==> src/rtl/sde_pkg.sv <==
package sde_pkg;

  localparam int RawWidth = 8;

  // result kinds
  localparam logic [2:0] KIND_SWITCH  = 3'd0;
  localparam logic [2:0] KIND_KEY     = 3'd1;
  localparam logic [2:0] KIND_PRESS   = 3'd2;
  localparam logic [2:0] KIND_RELEASE = 3'd3;
  localparam logic [2:0] KIND_REPORT  = 3'd4;

  // register indexes
  localparam logic REG_KEY_BIT = 1'b0;

  typedef struct packed {
    logic [7:0] raw_port_a;
    logic [7:0] raw_port_b;
    logic       events_enabled;
  } sde_in_t;

  typedef struct packed {
    logic [2:0]  event_kind;
    logic [15:0] event_value;
    logic        last;
  } sde_out_t;

  // what one sample leaves for the emitter to walk through
  typedef struct packed {
    logic [7:0] new_a;
    logic [7:0] new_b;
    logic       sw_pend;
    logic       key_pend;
    logic       unlocked;
    logic [7:0] btn_mask;
  } sde_rec_t;

endpackage

==> src/rtl/sde_detect.sv <==
module sde_detect import sde_pkg::*; #(
  parameter int PORT_WIDTH = 8
) (
  input  logic       clk,
  input  logic       rst_n,
  input  logic       accept,
  input  sde_in_t    in_data,
  input  logic [2:0] key_bit,
  output sde_rec_t   rec
);

  localparam logic [7:0] PortMask = 8'((16'd1 << PORT_WIDTH) - 16'd1);

  logic [7:0] prev_a_r, prev_b_r, stable_a_r, stable_b_r;
  logic [7:0] raw_a, raw_b, new_a, new_b, diff_a, diff_b, kb;
  logic       changed;

  always_comb begin
    raw_a   = in_data.raw_port_a & PortMask;
    raw_b   = in_data.raw_port_b & PortMask;
    new_a   = (raw_a == prev_a_r) ? raw_a : stable_a_r;
    new_b   = (raw_b == prev_b_r) ? raw_b : stable_b_r;
    diff_a  = new_a ^ stable_a_r;
    diff_b  = new_b ^ stable_b_r;
    kb      = 8'd1 << key_bit;
    changed = in_data.events_enabled && ((diff_a != 8'd0) || (diff_b != 8'd0));

    rec.new_a    = new_a;
    rec.new_b    = new_b;
    rec.sw_pend  = changed;
    rec.key_pend = changed && ((diff_a & kb) != 8'd0);
    rec.unlocked = ((new_a & kb) == 8'd0);
    rec.btn_mask = changed ? diff_b : 8'd0;
  end

  always_ff @(posedge clk) begin
    if (!rst_n) begin
      prev_a_r   <= PortMask;
      prev_b_r   <= PortMask;
      stable_a_r <= PortMask;
      stable_b_r <= PortMask;
    end else if (accept) begin
      prev_a_r   <= raw_a;
      prev_b_r   <= raw_b;
      stable_a_r <= new_a;
      stable_b_r <= new_b;
    end
  end

endmodule

==> src/rtl/sde_emit.sv <==
module sde_emit import sde_pkg::*; (
  input  logic     clk,
  input  logic     rst_n,
  input  logic     load,
  input  sde_rec_t rec_in,
  output logic     can_load,
  output logic     out_valid,
  input  logic     out_ready,
  output sde_out_t out_data
);

  sde_rec_t   rec_r, rec_nxt;
  logic       rec_v_r, rec_v_nxt;
  logic       out_v_r, out_v_nxt;
  sde_out_t   out_r, out_nxt;
  logic       adv, done;
  logic [2:0] bit_idx;
  logic       bit_val;

  assign adv      = !out_v_r || out_ready;
  assign done     = !rec_r.sw_pend && !rec_r.key_pend && (rec_r.btn_mask == 8'd0);
  assign can_load = !rec_v_r || (adv && done);

  // lowest pending button bit
  always_comb begin
    bit_idx = 3'd0;
    for (int i = 7; i >= 0; i--) begin
      if (rec_r.btn_mask[i]) bit_idx = 3'(i);
    end
    bit_val = rec_r.new_b[bit_idx];
  end

  always_comb begin
    rec_nxt   = rec_r;
    rec_v_nxt = rec_v_r;
    out_v_nxt = out_v_r && !out_ready;
    out_nxt   = out_r;
    if (adv && rec_v_r) begin
      out_v_nxt = 1'b1;
      out_nxt.last = 1'b0;
      if (rec_r.sw_pend) begin
        out_nxt.event_kind  = KIND_SWITCH;
        out_nxt.event_value = {rec_r.new_a, rec_r.new_b};
        rec_nxt.sw_pend     = 1'b0;
      end else if (rec_r.key_pend) begin
        out_nxt.event_kind  = KIND_KEY;
        out_nxt.event_value = {15'd0, rec_r.unlocked};
        rec_nxt.key_pend    = 1'b0;
      end else if (rec_r.btn_mask != 8'd0) begin
        out_nxt.event_kind  = bit_val ? KIND_RELEASE : KIND_PRESS;
        out_nxt.event_value = {13'd0, bit_idx};
        rec_nxt.btn_mask[bit_idx] = 1'b0;
      end else begin
        out_nxt.event_kind  = KIND_REPORT;
        out_nxt.event_value = {rec_r.new_a, rec_r.new_b};
        out_nxt.last        = 1'b1;
        rec_v_nxt           = 1'b0;
      end
    end
    if (load) begin
      rec_nxt   = rec_in;
      rec_v_nxt = 1'b1;
    end
  end

  always_ff @(posedge clk) begin
    if (!rst_n) begin
      rec_v_r <= 1'b0;
      out_v_r <= 1'b0;
    end else begin
      rec_v_r <= rec_v_nxt;
      out_v_r <= out_v_nxt;
    end
  end

  always_ff @(posedge clk) begin
    rec_r <= rec_nxt;
    out_r <= out_nxt;
  end

  assign out_valid = out_v_r;
  assign out_data  = out_r;

endmodule

==> src/rtl/switch_debounce_edge_events_top.sv <==
// two-sample switch debounce with edge events
// in_*: one request per sample of ports a and b plus the events-enabled flag
// out_*: result requests; each sample gives a run of one to eleven results,
//   switch change, key lock change, press/release per port-b bit from bit 0,
//   then a state report with last set
// cfg_*: apb write/read of key_bit at byte address 0, pready tied high
// the first result of a sample passes through the run register, then the result register
// throughput: a sample's run occupies the emitter until its report is issued; the emitter
//   walks one result per cycle while the result register is not stalled, and the next
//   sample is taken in the cycle the current run's report goes out
// debounce state (previous raw, stable) updates when the sample is accepted
// reset: rst_n synchronous active low; all ports read as released (all
//   ones), key_bit is 0, no results pending
// stall: the result register holds while out_ready is low; one sample waits
//   in the run register, further samples are held off by in_ready
module switch_debounce_edge_events_top import sde_pkg::*; #(
  parameter int PORT_WIDTH = 8
) (
  input  logic        clk,
  input  logic        rst_n,
  input  logic        in_valid,
  output logic        in_ready,
  input  sde_in_t     in_data,
  output logic        out_valid,
  input  logic        out_ready,
  output sde_out_t    out_data,
  input  logic        cfg_psel,
  input  logic        cfg_penable,
  input  logic        cfg_pwrite,
  input  logic [2:0]  cfg_paddr,
  input  logic [31:0] cfg_pwdata,
  output logic [31:0] cfg_prdata,
  output logic        cfg_pready
);

  logic [2:0] key_bit_r;
  logic       reg_idx;
  logic       accept;
  sde_rec_t   rec;

  // register index is the word address
  assign reg_idx    = cfg_paddr[2];
  assign cfg_pready = 1'b1;
  assign cfg_prdata = (reg_idx == REG_KEY_BIT) ? {29'd0, key_bit_r} : 32'd0;

  always_ff @(posedge clk) begin
    if (!rst_n) begin
      key_bit_r <= 3'd0;
    end else if (cfg_psel && cfg_penable && cfg_pwrite && cfg_pready &&
                 (reg_idx == REG_KEY_BIT)) begin
      key_bit_r <= cfg_pwdata[2:0];
    end
  end

  // a sample is taken once the emitter can hold its run
  assign accept = in_valid && in_ready;

  sde_detect #(
    .PORT_WIDTH(PORT_WIDTH)
  ) u_detect (
    .clk     (clk),
    .rst_n   (rst_n),
    .accept  (accept),
    .in_data (in_data),
    .key_bit (key_bit_r),
    .rec     (rec)
  );

  sde_emit u_emit (
    .clk       (clk),
    .rst_n     (rst_n),
    .load      (accept),
    .rec_in    (rec),
    .can_load  (in_ready),
    .out_valid (out_valid),
    .out_ready (out_ready),
    .out_data  (out_data)
  );

endmodule

==> config.mk <==
export PLATFORM = sky130hd
export DESIGN_NAME = switch_debounce_edge_events_top
export DESIGN_NICKNAME = d
export VERILOG_FILES = /design/src/rtl/sde_pkg.sv /design/src/rtl/sde_detect.sv /design/src/rtl/sde_emit.sv /design/src/rtl/switch_debounce_edge_events_top.sv
export SDC_FILE = /design/constraint.sdc
export NUM_CORES = 1
export LEC_CHECK = 0
export ABC_AREA = 1
export ABC_CLOCK_PERIOD_IN_PS = 2500
export BUFFER_PORTS_ARGS = -buffer_cell sky130_fd_sc_hd__buf_2
export CORE_MARGIN = 1.5
export CORE_UTILIZATION = 40
export CTS_CLUSTER_DIAMETER = 80
export DETAILED_ROUTE_END_ITERATION = 6
export HOLD_SLACK_MARGIN = 0.15
export PLACE_DENSITY = 0.72
export SLEW_MARGIN = 40
export SYNTH_ARGS = -nofsm -noshare
export SYNTH_HDL_FRONTEND = slang
export SYNTH_SLANG_ARGS = --single-unit
export TNS_END_PERCENT = 50
==> constraint.sdc <==
create_clock -name clk -period 2.5 [get_ports clk]
set_input_delay 0.125 -clock clk [delete_from_list [all_inputs] [get_ports clk]]
set_output_delay 0.125 -clock clk [all_outputs]
set_load 0.05 [all_outputs]
* After elaboration in Yosys (flattened, before gate mapping)
Index checks and enable logic that the tools add are counted.
Word-level totals: input port bits 59, output and inout port bits 55, logic and storage cells 101, register bits 84
Operators by class: reduce and logical (&&, ||, !) cells 33, $lt $le $gt $ge 2, bitwise logic cells 8, equality and inequality tests 5, shifts and indexed selects 1, multiplexer cells 34
Operator list (number):
- $mux 8 | 7
- $reduce_bool 8->1 | 4
- $mux 3 | 9
- $and 8x8->8 | 3
- $mux 19 | 1
- $mux 17 | 1
- $eq 8x8->1 | 2
- $logic_not 8->1 | 2
- $mux 16 | 1
- $xor 8x8->8 | 2
- $logic_and 1x1->1 | 12
- $mux 1 | 11
- $mux 11 | 1
- $not 8->8 | 1
- $reduce_and 4->1 | 2
- $shl 1x3->8 const A | 1
- $ne 2x2->1 const B | 3
- $logic_not 1->1 | 5
- $lt 3x4->1 const B | 1
- $reduce_bool 2->1 | 2
- $bmux 1 s3 | 1
- $demux 1 s3 | 1
- $ge 3x1->1 const B | 1
- $logic_or 1x1->1 | 3
- other kinds (5) | 6

* Longest topological paths before layout
Gate-level depths: netlist of the first run.
word-level depth 19, depth in mapped cells 14

* Hierarchy
Synthesis of the first run repeated with hierarchy kept, for this count alone.
Second synthesis, totals: cells, all modules 611, area total of the unflattened synthesis 4775.8 um^2
Modules (own cells, without submodules):
- sde_detect | area an instance 2207.1 um^2, cells an instance 352, instances 1
- sde_emit | area an instance 2139.6 um^2, cells an instance 194, instances 1
- switch_debounce_edge_events_top | area an instance 429.2 um^2, cells an instance 65, instances 1

* Worst setup path after synthesis of the first run
Ideal clock, no wire load.
kind register to register, from reg u_emit.out_v_r, in the netlist u_emit.out_valid, to reg u_emit.rec_r[0] in the netlist's numbering (enable), buffers on the path 0, stages on the path, launching flop included 6, setup slack 0.212 ns, data arrival time 1.904 ns, clock period less this slack 2.288 ns, library setup time 0.384 ns, data required time 2.116 ns, path through dfxtp_1 -> nand2_1 -> nand2_1 -> inv_1 -> nand2_1 -> o21ai_0
Between the ends: word-level cells in the longest chain between the ends 7
Ends and longest elaborated chain:
- start: declaration | RTL line sde_emit.sv:14 | logic out_v_r, out_v_nxt;
- start signal: assignment | RTL line sde_emit.sv:72 | out_v_r <= out_v_nxt;
- $logic_not 1->1 * | RTL line sde_emit.sv:20 | assign adv = !out_v_r || out_ready;
- $logic_or 1x1->1 * | RTL line sde_emit.sv:20
- $logic_and 1x1->1 | RTL line sde_emit.sv:22 | assign can_load = !rec_v_r || (adv && done);
- $logic_or 1x1->1 | RTL line sde_emit.sv:22
- $logic_and 1x1->1 | RTL line switch_debounce_edge_events_top.sv:56 | assign accept = in_valid && in_ready;
- $ne 2x2->1 (no source line) / $reduce_bool 2->1 (equally long branches)
- $reduce_and 4->1 (no source line) *
- end signal: assignment | RTL line sde_emit.sv:77 | rec_r <= rec_nxt;
- end: declaration | RTL line sde_emit.sv:12 | sde_rec_t rec_r, rec_nxt;
Every way passes the cells marked *; elsewhere a longest branch is shown, timed or not. A chain may end at the register's enable or synchronous reset.

* Final worst setup path of the first run
from reg u_emit.rec_r[5] in the netlist's numbering, to reg u_emit.rec_r[19] in the netlist's numbering (enable)
Between the ends: word-level cells in the longest chain between the ends 5
Ends and longest elaborated chain:
- $logic_not 8->1 | RTL line sde_emit.sv:21 | assign done = !rec_r.sw_pend && !rec_r.key_pend && (rec_r.btn_mask == 8'd0);
- $logic_and 1x1->1 | RTL line sde_emit.sv:21
- $logic_and 1x1->1 | RTL line sde_emit.sv:22
- $logic_or 1x1->1 | RTL line sde_emit.sv:22
- $logic_and 1x1->1 | RTL line switch_debounce_edge_events_top.sv:56
No other way between the ends.

==> flow_metrics.env, run 1 <==
export IMPL_status="completed"
export IMPL_htree_levels=3
export IMPL_ios=114
export IMPL_synth_area_um2=4520
export IMPL_clk_transition_reported_paths_ns=0.06
export IMPL_maxCapViolations=0
export IMPL_place_gp_congestion=0.855
export IMPL_ant_nets=0
export IMPL_synth_avg_cell_area_um2=8.01
export IMPL_cts_tree="yes"
export IMPL_path_class="flop to flop"
export IMPL_rsz0062_at_grt="no"
export IMPL_synth_edf_count=46
export IMPL_crit_path_start_kind="flop"
export IMPL_fin_nets=697
export IMPL_crit_start="u_emit.rec_r[5]$_DFFE_PP_"
export IMPL_die_area_um2=12000
export IMPL_use_met2=0.280
export IMPL_slowest_delay_ns=0.40
export IMPL_fin_skew_ns=0.00684
export IMPL_seq_area_frac_synth=0.469
export IMPL_die_x_um=109
export IMPL_drtPass1Iterations=5
export IMPL_netlist_area_leader_share=0.305
export IMPL_drt_total_wl_um=9860
export IMPL_cp_required_ns=2.52
export IMPL_cp_arrival_ns=2.13
export IMPL_grt_use_met1=0.212
export IMPL_numCtsBuffers=9
export IMPL_worstPathCellList="nor2_1 > inv_1 > nor2_2 > inv_2 > nor2_4 > nand2_1 > nand2_2 > nand2_4 > clkinv_2 > buf_12"
export IMPL_clock_latency_ns=0.33
export IMPL_cts_path_max_buffers=2
export IMPL_rr_startpoint="u_emit.rec_r[5]$_DFFE_PP_"
export IMPL_total_power_w=0.00361
export IMPL_busiest_layer="met2"
export IMPL_critPathSlowestCell="edfxtp_1"
export IMPL_synth_top_area_cell="edfxtp_1"
export IMPL_yosysWarnings=0
export IMPL_route_detailed_drc=0
export IMPL_area_delta_synth_final_pct=16.6
export IMPL_grt_pass1_vias=3510
export IMPL_drive_above_1_share=0.162
export IMPL_synthArstFlopShare=0
export IMPL_fp_coreArea_um2=10900
export IMPL_route_vias_total=3905
export IMPL_synth_area_leaders="edfxtp_1 (31%), dfxtp_1 (16%), nand2_1 (9.8%)"
export IMPL_slew_viol_final=0
export IMPL_r2r_setup_slack_ns=0.39
export IMPL_hpwlAfterDp_um=7240
export IMPL_min_period_ns=2.11
export IMPL_antenna_diode_count=0
export IMPL_setup_tns_ns=0
export IMPL_overflow=0
export IMPL_p_per_area_nw_per_um2=684
export IMPL_rows=38
export IMPL_cts_root_buf="clkbuf_16"
export IMPL_period_share=0.845
export IMPL_worstHoldPathType="input pin to flop"
export IMPL_die_h_um=109
export IMPL_vdd_drop_max_mv=0.491
export IMPL_avgRoutedWirePerCell_um=12.6
export IMPL_r2r_end="u_emit.rec_r[19]$_DFFE_PN_"
export IMPL_worstSetupEndpoint="u_emit.rec_r[19]$_DFFE_PN_"
export IMPL_max_freq_ghz=0.473
export IMPL_cp_max_fo=49
export IMPL_leakagePower_nw=2.54
export IMPL_reg2reg_depth=10
export IMPL_synth_seq_cells=83
export IMPL_yosys_most_used_dff="edfxtp_1"
export IMPL_cp_end_kind="flop"
export IMPL_via_per_inst=4.99
export IMPL_setup_viol=0
export IMPL_drtIter0Drc=312
export IMPL_grt_pass1_wl_um=15800
export IMPL_gr_usage_met3=0.0261
export IMPL_grt_max_degree=50
export IMPL_start_util=0.414
export IMPL_clkSinkCount=83
export IMPL_track_usage=0.169
export IMPL_synth_cell_types=30
export IMPL_portBuffers=52
export IMPL_antenna_found_initial=0
export IMPL_syn_inst=565
export IMPL_finalHoldViolations=0
==> metal layers <==
layer,part of all wire,up-vias
li1,-,1958
met1,0.45,1777
met2,0.47,144
met3,0.055,26
met4,0.029,0
met5,0,-
==> worst max-delay path: cells and delay by family, from the launching register on <==
kind	cells	cell delay (ns)
buffers and inverters	4	0.51
and+or+nand+nor	6	0.87
DFF	1	0.40
==> synth_stat cells, drive strengths merged (3+ instances only) <==
cell,instances
o21ai,56
xnor2,7
buf,47
inv,77
a21oi,41
dfxtp,37
nand4,38
nand3,19
nor3,8
edfxtp,46
nand2,125
nor2,52
o211ai,3
==> per-stage QoR <==
stage | instance area [um2] | std cells | worst slack (ns) | hold slack, ns | utilization
final | 5280 | 783 | 0.387 | 0.167 | 0.483
after global routing | 5280 | 783 | 0.183 | 0.193 | 0.483
after CTS | 5280 | 783 | 0.397 | 0.159 | 0.483
after global placement | 4820 | 750 | 0.447 | 0.401 | 0.441
after detailed placement | 4820 | 750 | 0.424 | 0.404 | 0.441
after floorplan | 4630 | 593 | 0.212 | 0.224 | -
==> sequential cells by signal, indices dropped and copies added, names as in the netlist <==
register	flops
u_emit.rec_r	27
u_emit.out_data	19
u_detect.prev_a_r	8
u_detect.prev_b_r	8
u_detect.stable_a_r	8
u_detect.stable_b_r	8
key_bit_r	3
u_emit.out_valid	1
u_emit.rec_v_r	1
==> cell families (layout without fill, tap and decap cells) <==
group	after synthesis	after routing	share of synthesized area
AO/OA/AOI/OAI	101	101	0.114
AND/OR/NAND/NOR	245	245	0.257
buffers and inverters	127	177	0.145
flip-flops	83	83	0.469
other	2	30	0.00166
XOR/XNOR	7	7	0.0136
==> layout by cell type (no fill, tap or decap), types with 3 or more instances in the layout <==
cell,n
a21oi_1,41
buf_2,52
buf_4,13
clkbuf_16,9
clkinv_2,3
conb_1,30
dfxtp_1,37
dlygate4sd3_1,17
edfxtp_1,46
inv_1,71
inv_2,6
nand2_1,118
nand2_2,6
nand3_1,19
nand4_1,37
nor2_1,45
nor2_4,6
nor3_1,8
o211ai_1,3
o21ai_0,40
o21ai_1,16
xnor2_1,7
==> timing repair <==
| item | CTS | global route |
|---|---|---|
| endpoints found under the setup margin | 0 | 0 |
| hold endpoints to repair | 18 | 0 |
| hold buffers | 17 | 0 |
| resized for setup | 0 | 0 |
| setup buffers | 0 | 0 |
==> worst min path at each step <==
stage           startpoint                                   to  slack [ns]  depth (start not counted)
2_1_floorplan        rst_n  u_detect.stable_a_r[0]$_SDFFE_PN1N_        0.22                          1
3_5_place_dp         rst_n  u_detect.stable_b_r[7]$_SDFFE_PN1N_        0.40                          2
3_3_place_gp         rst_n  u_detect.stable_b_r[7]$_SDFFE_PN1N_        0.40                          2
6_report       in_data[14]    u_detect.prev_a_r[5]$_SDFFE_PN1N_        0.17                          3
4_1_cts         in_data[8]    u_detect.prev_b_r[7]$_SDFFE_PN1N_        0.16                          3
5_1_grt         in_data[8]    u_detect.prev_b_r[7]$_SDFFE_PN1N_        0.19                          3
==> layout make-up <==
cell class                      instances  area [um2]
Tap cell                              140         175
Timing Repair Buffer                   83         548
Clock buffer                           11         233
Multi-Input combinational cell        383        1850
Fill cell                            1044        5660
Sequential cell                        83        2120
Clock inverter                          5        55.1
Inverter                               78         294
==> power by group <==
part / switching, W / internal (W) / total (W)
logic: 0.000515 / 0.000189 / 0.000703
clock network: 0.000506 / 0.000770 / 0.00128
registers: 0.0000575 / 0.00157 / 0.00163
(Power assumes the default switching activity.)
==> run 2, diff against run 1 <==
Settings changed: ABC_CLOCK_PERIOD_IN_PS 2500 to 1850, PLACE_DENSITY 0.72 to 0.74.
Clock period 2.5 ns to 1.85 ns, I/O delays scaled along.
==> flow_metrics.env, run 2 (synthesized netlist as in run 1, its figures left out) <==
export IMPL_p_clk_frac=0.377
export IMPL_power_switching_w=0.00159
export IMPL_period_share=1.04
export IMPL_route_detailed_drc=0
export IMPL_rsz0062_at_grt="yes"
export IMPL_violations="setup timing"
export IMPL_top_register="u_emit.rec_r"
export IMPL_cts_path_max_buffers=2
export IMPL_track_usage=0.183
export IMPL_die_x_um=109
export IMPL_htree_levels=3
export IMPL_route_vias_total=4310
export IMPL_grt_max_degree=33
export IMPL_fin_skew_ns=0.00734
export IMPL_min_period_ns=1.92
export IMPL_hpwlAfterDp_um=7360
export IMPL_die_area_um2=12000
export IMPL_n_fill_cell=952
export IMPL_antenna_diode_count=0
export IMPL_swShare=0.293
export IMPL_die_h_um=109
export IMPL_whs_path_depth=4
export IMPL_slowest_delay_ns=0.34
export IMPL_numCtsBuffers=9
export IMPL_gr_usage_met3=0.0338
export IMPL_whs_ns=0.156
export IMPL_busiest_layer="met2"
export IMPL_setup_viol=19
export IMPL_cts_tree="yes"
export IMPL_max_freq_ghz=0.520
export IMPL_grt_pass1_wl_um=17100
export IMPL_worstPathCellList="inv_1 > nand2_1 > nand2_1 > nand2_2 > nor2_4 > buf_4 > nand4_1 > nand2_1 > nor2_1 > nand2_1 > nor2_1 > nand2_2 > nand2_4 > nor2_2"
export IMPL_grt_pass1_vias=3738
export IMPL_path_delay_family="simple AND/OR/NAND/NOR gates"
export IMPL_portBuffers=52
export IMPL_slew_viol_final=0
export IMPL_drtIter0Drc=456
export IMPL_leakagePower_nw=2.90
export IMPL_via_per_inst=5.17
export IMPL_fp_coreArea_um2=10900
export IMPL_drt_total_wl_um=11600
export IMPL_path_class="flop to flop"
export IMPL_clock_latency_ns=0.35
export IMPL_worst_path_buf_inv=2
export IMPL_grt_use_met1=0.237
export IMPL_ios=114
export IMPL_worstHoldPathType="input pin to flop"
export IMPL_ant_nets=0
export IMPL_antenna_found_initial=0
export IMPL_cp_max_fo=8
export IMPL_use_met2=0.295
export IMPL_clk_transition_reported_paths_ns=0.06
export IMPL_layout_common_cells="nand2_1 (107), inv_1 (70), buf_2 (51)"
export IMPL_cp_required_ns=1.95
export IMPL_crit_path_start_kind="flop"
export IMPL_largest_register_ffs=27
export IMPL_reg2reg_depth=14
export IMPL_critPathSlowestCell="dfxtp_2"
export IMPL_seqPwrFrac=0.406
export IMPL_drtPass1Iterations=5
export IMPL_internal_power_w=0.00384
export IMPL_cp_arrival_ns=2.02
export IMPL_path_depth=14
export IMPL_avgRoutedWirePerCell_um=13.9
export IMPL_clkSinkCount=83
export IMPL_start_util=0.414
export IMPL_maxCapViolations=0
export IMPL_area_delta_synth_final_pct=32.8
export IMPL_p_per_area_nw_per_um2=905
export IMPL_fin_nets=748
export IMPL_vdd_drop_max_mv=0.467
export IMPL_place_gp_congestion=0.890
export IMPL_p_comb_frac=0.218
export IMPL_rows=38
export IMPL_cp_common_cell="nand2_1"
export IMPL_overflow=0
export IMPL_cp_end_kind="flop"
export IMPL_drive_above_1_share=0.267
export IMPL_layout_setup_ws_ns=-0.0747
export IMPL_layout_commonest_cell="nand2_1"
export IMPL_cts_root_buf="clkbuf_16"
export IMPL_status="finished, violations left"
export IMPL_post_route_util=0.549
export IMPL_finalHoldViolations=0
==> run 2: cell types whose count changed in the layout (fill, tap and decap cells not counted), moves of 6 or more <==
cell and change:
nand2_2 +6, buf_6 +6, buf_4 +34, o21ai_0 -19, dfxtp_2 +9, dfxtp_1 -9
nand2_1 -11, o21ai_1 +18
==> run 2: power by group through the flow <==
stage	Clock [W]	Sequential [W]	Combinational [W]
after floorplan	0	0.00234	0.000672
after global placement	0	0.00223	0.000980
after detailed placement	0	0.00224	0.000998
after CTS	0.00206	0.00220	0.00107
after global routing	0.00214	0.00222	0.00128
final	0.00205	0.00220	0.00119
==> run 2: worst paths after layout <==
path,end,startpoint,slack [ns]
setup reg to reg,u_emit.rec_r[9]$_SDFFCE_PP0P_,u_detect.prev_a_r[7]$_SDFFE_PN1N_,-0.07
hold reg to reg,u_detect.prev_b_r[0]$_SDFFE_PN1N_,u_detect.prev_b_r[0]$_SDFFE_PN1N_,0.48
hold / removal,u_detect.prev_a_r[5]$_SDFFE_PN1N_,in_data[14],0.16
setup / recovery,u_emit.rec_r[9]$_SDFFCE_PP0P_,u_detect.prev_a_r[7]$_SDFFE_PN1N_,-0.07
==> run 2: final cells by class <==
type                            instances  area [um2]  area share
Timing Repair Buffer                  133        1060       0.177
Inverter                               78         309      0.0514
Clock inverter                          7         116      0.0194
Multi-Input combinational cell        384        1990       0.331
Sequential cell                        83        2130       0.355
Tap cell                              140         175      0.0292
Clock buffer                            9         225      0.0375
==> run 2: what timing repair did <==
| action | 4_1_cts | 5_1_grt |
|---|---|---|
| pin swaps | 12 | 11 |
| hold buffers | 21 | 0 |
| endpoints found under the setup margin | 37 | 56 |
| setup buffers | 13 | 13 |
| resized for setup | 16 | 46 |
| hold endpoints to repair | 25 | 0 |
| cloned | 0 | 4 |
==> run 2: per-stage QoR <==
step,total power (W),setup TNS [ns],cell area [um2],worst slack [ns],instances
floorplan,0.00301,0,4700,0.000182,593
global placement,0.00321,-0.125,5020,-0.0334,767
detailed placement,0.00324,-0.649,5020,-0.112,767
CTS,0.00533,0,5720,0.00337,817
global route,0.00564,-3.20,6010,-0.178,834
finish,0.00544,-0.837,6010,-0.0747,834
==> run 2: worst reg2reg max path, cell delays in order, from the launching register on <==
cell and delay [ns]:
dfxtp_2 0.34, inv_1 0.04, nand2_1 0.07, nand2_1 0.06, nand2_2 0.08, nor2_4 0.06, buf_4 0.16, nand4_1 0.08
nand2_1 0.09, nor2_1 0.14, nand2_1 0.08, nor2_1 0.15, nand2_2 0.17, nand2_4 0.12, nor2_2 0.04
==> run 2: per-layer routing <==
layer  wire length [um]  vias up
met5                  0        -
met4                279        0
met3                847       25
met2               5550      222
met1               4930     1995
li1                   -     2068
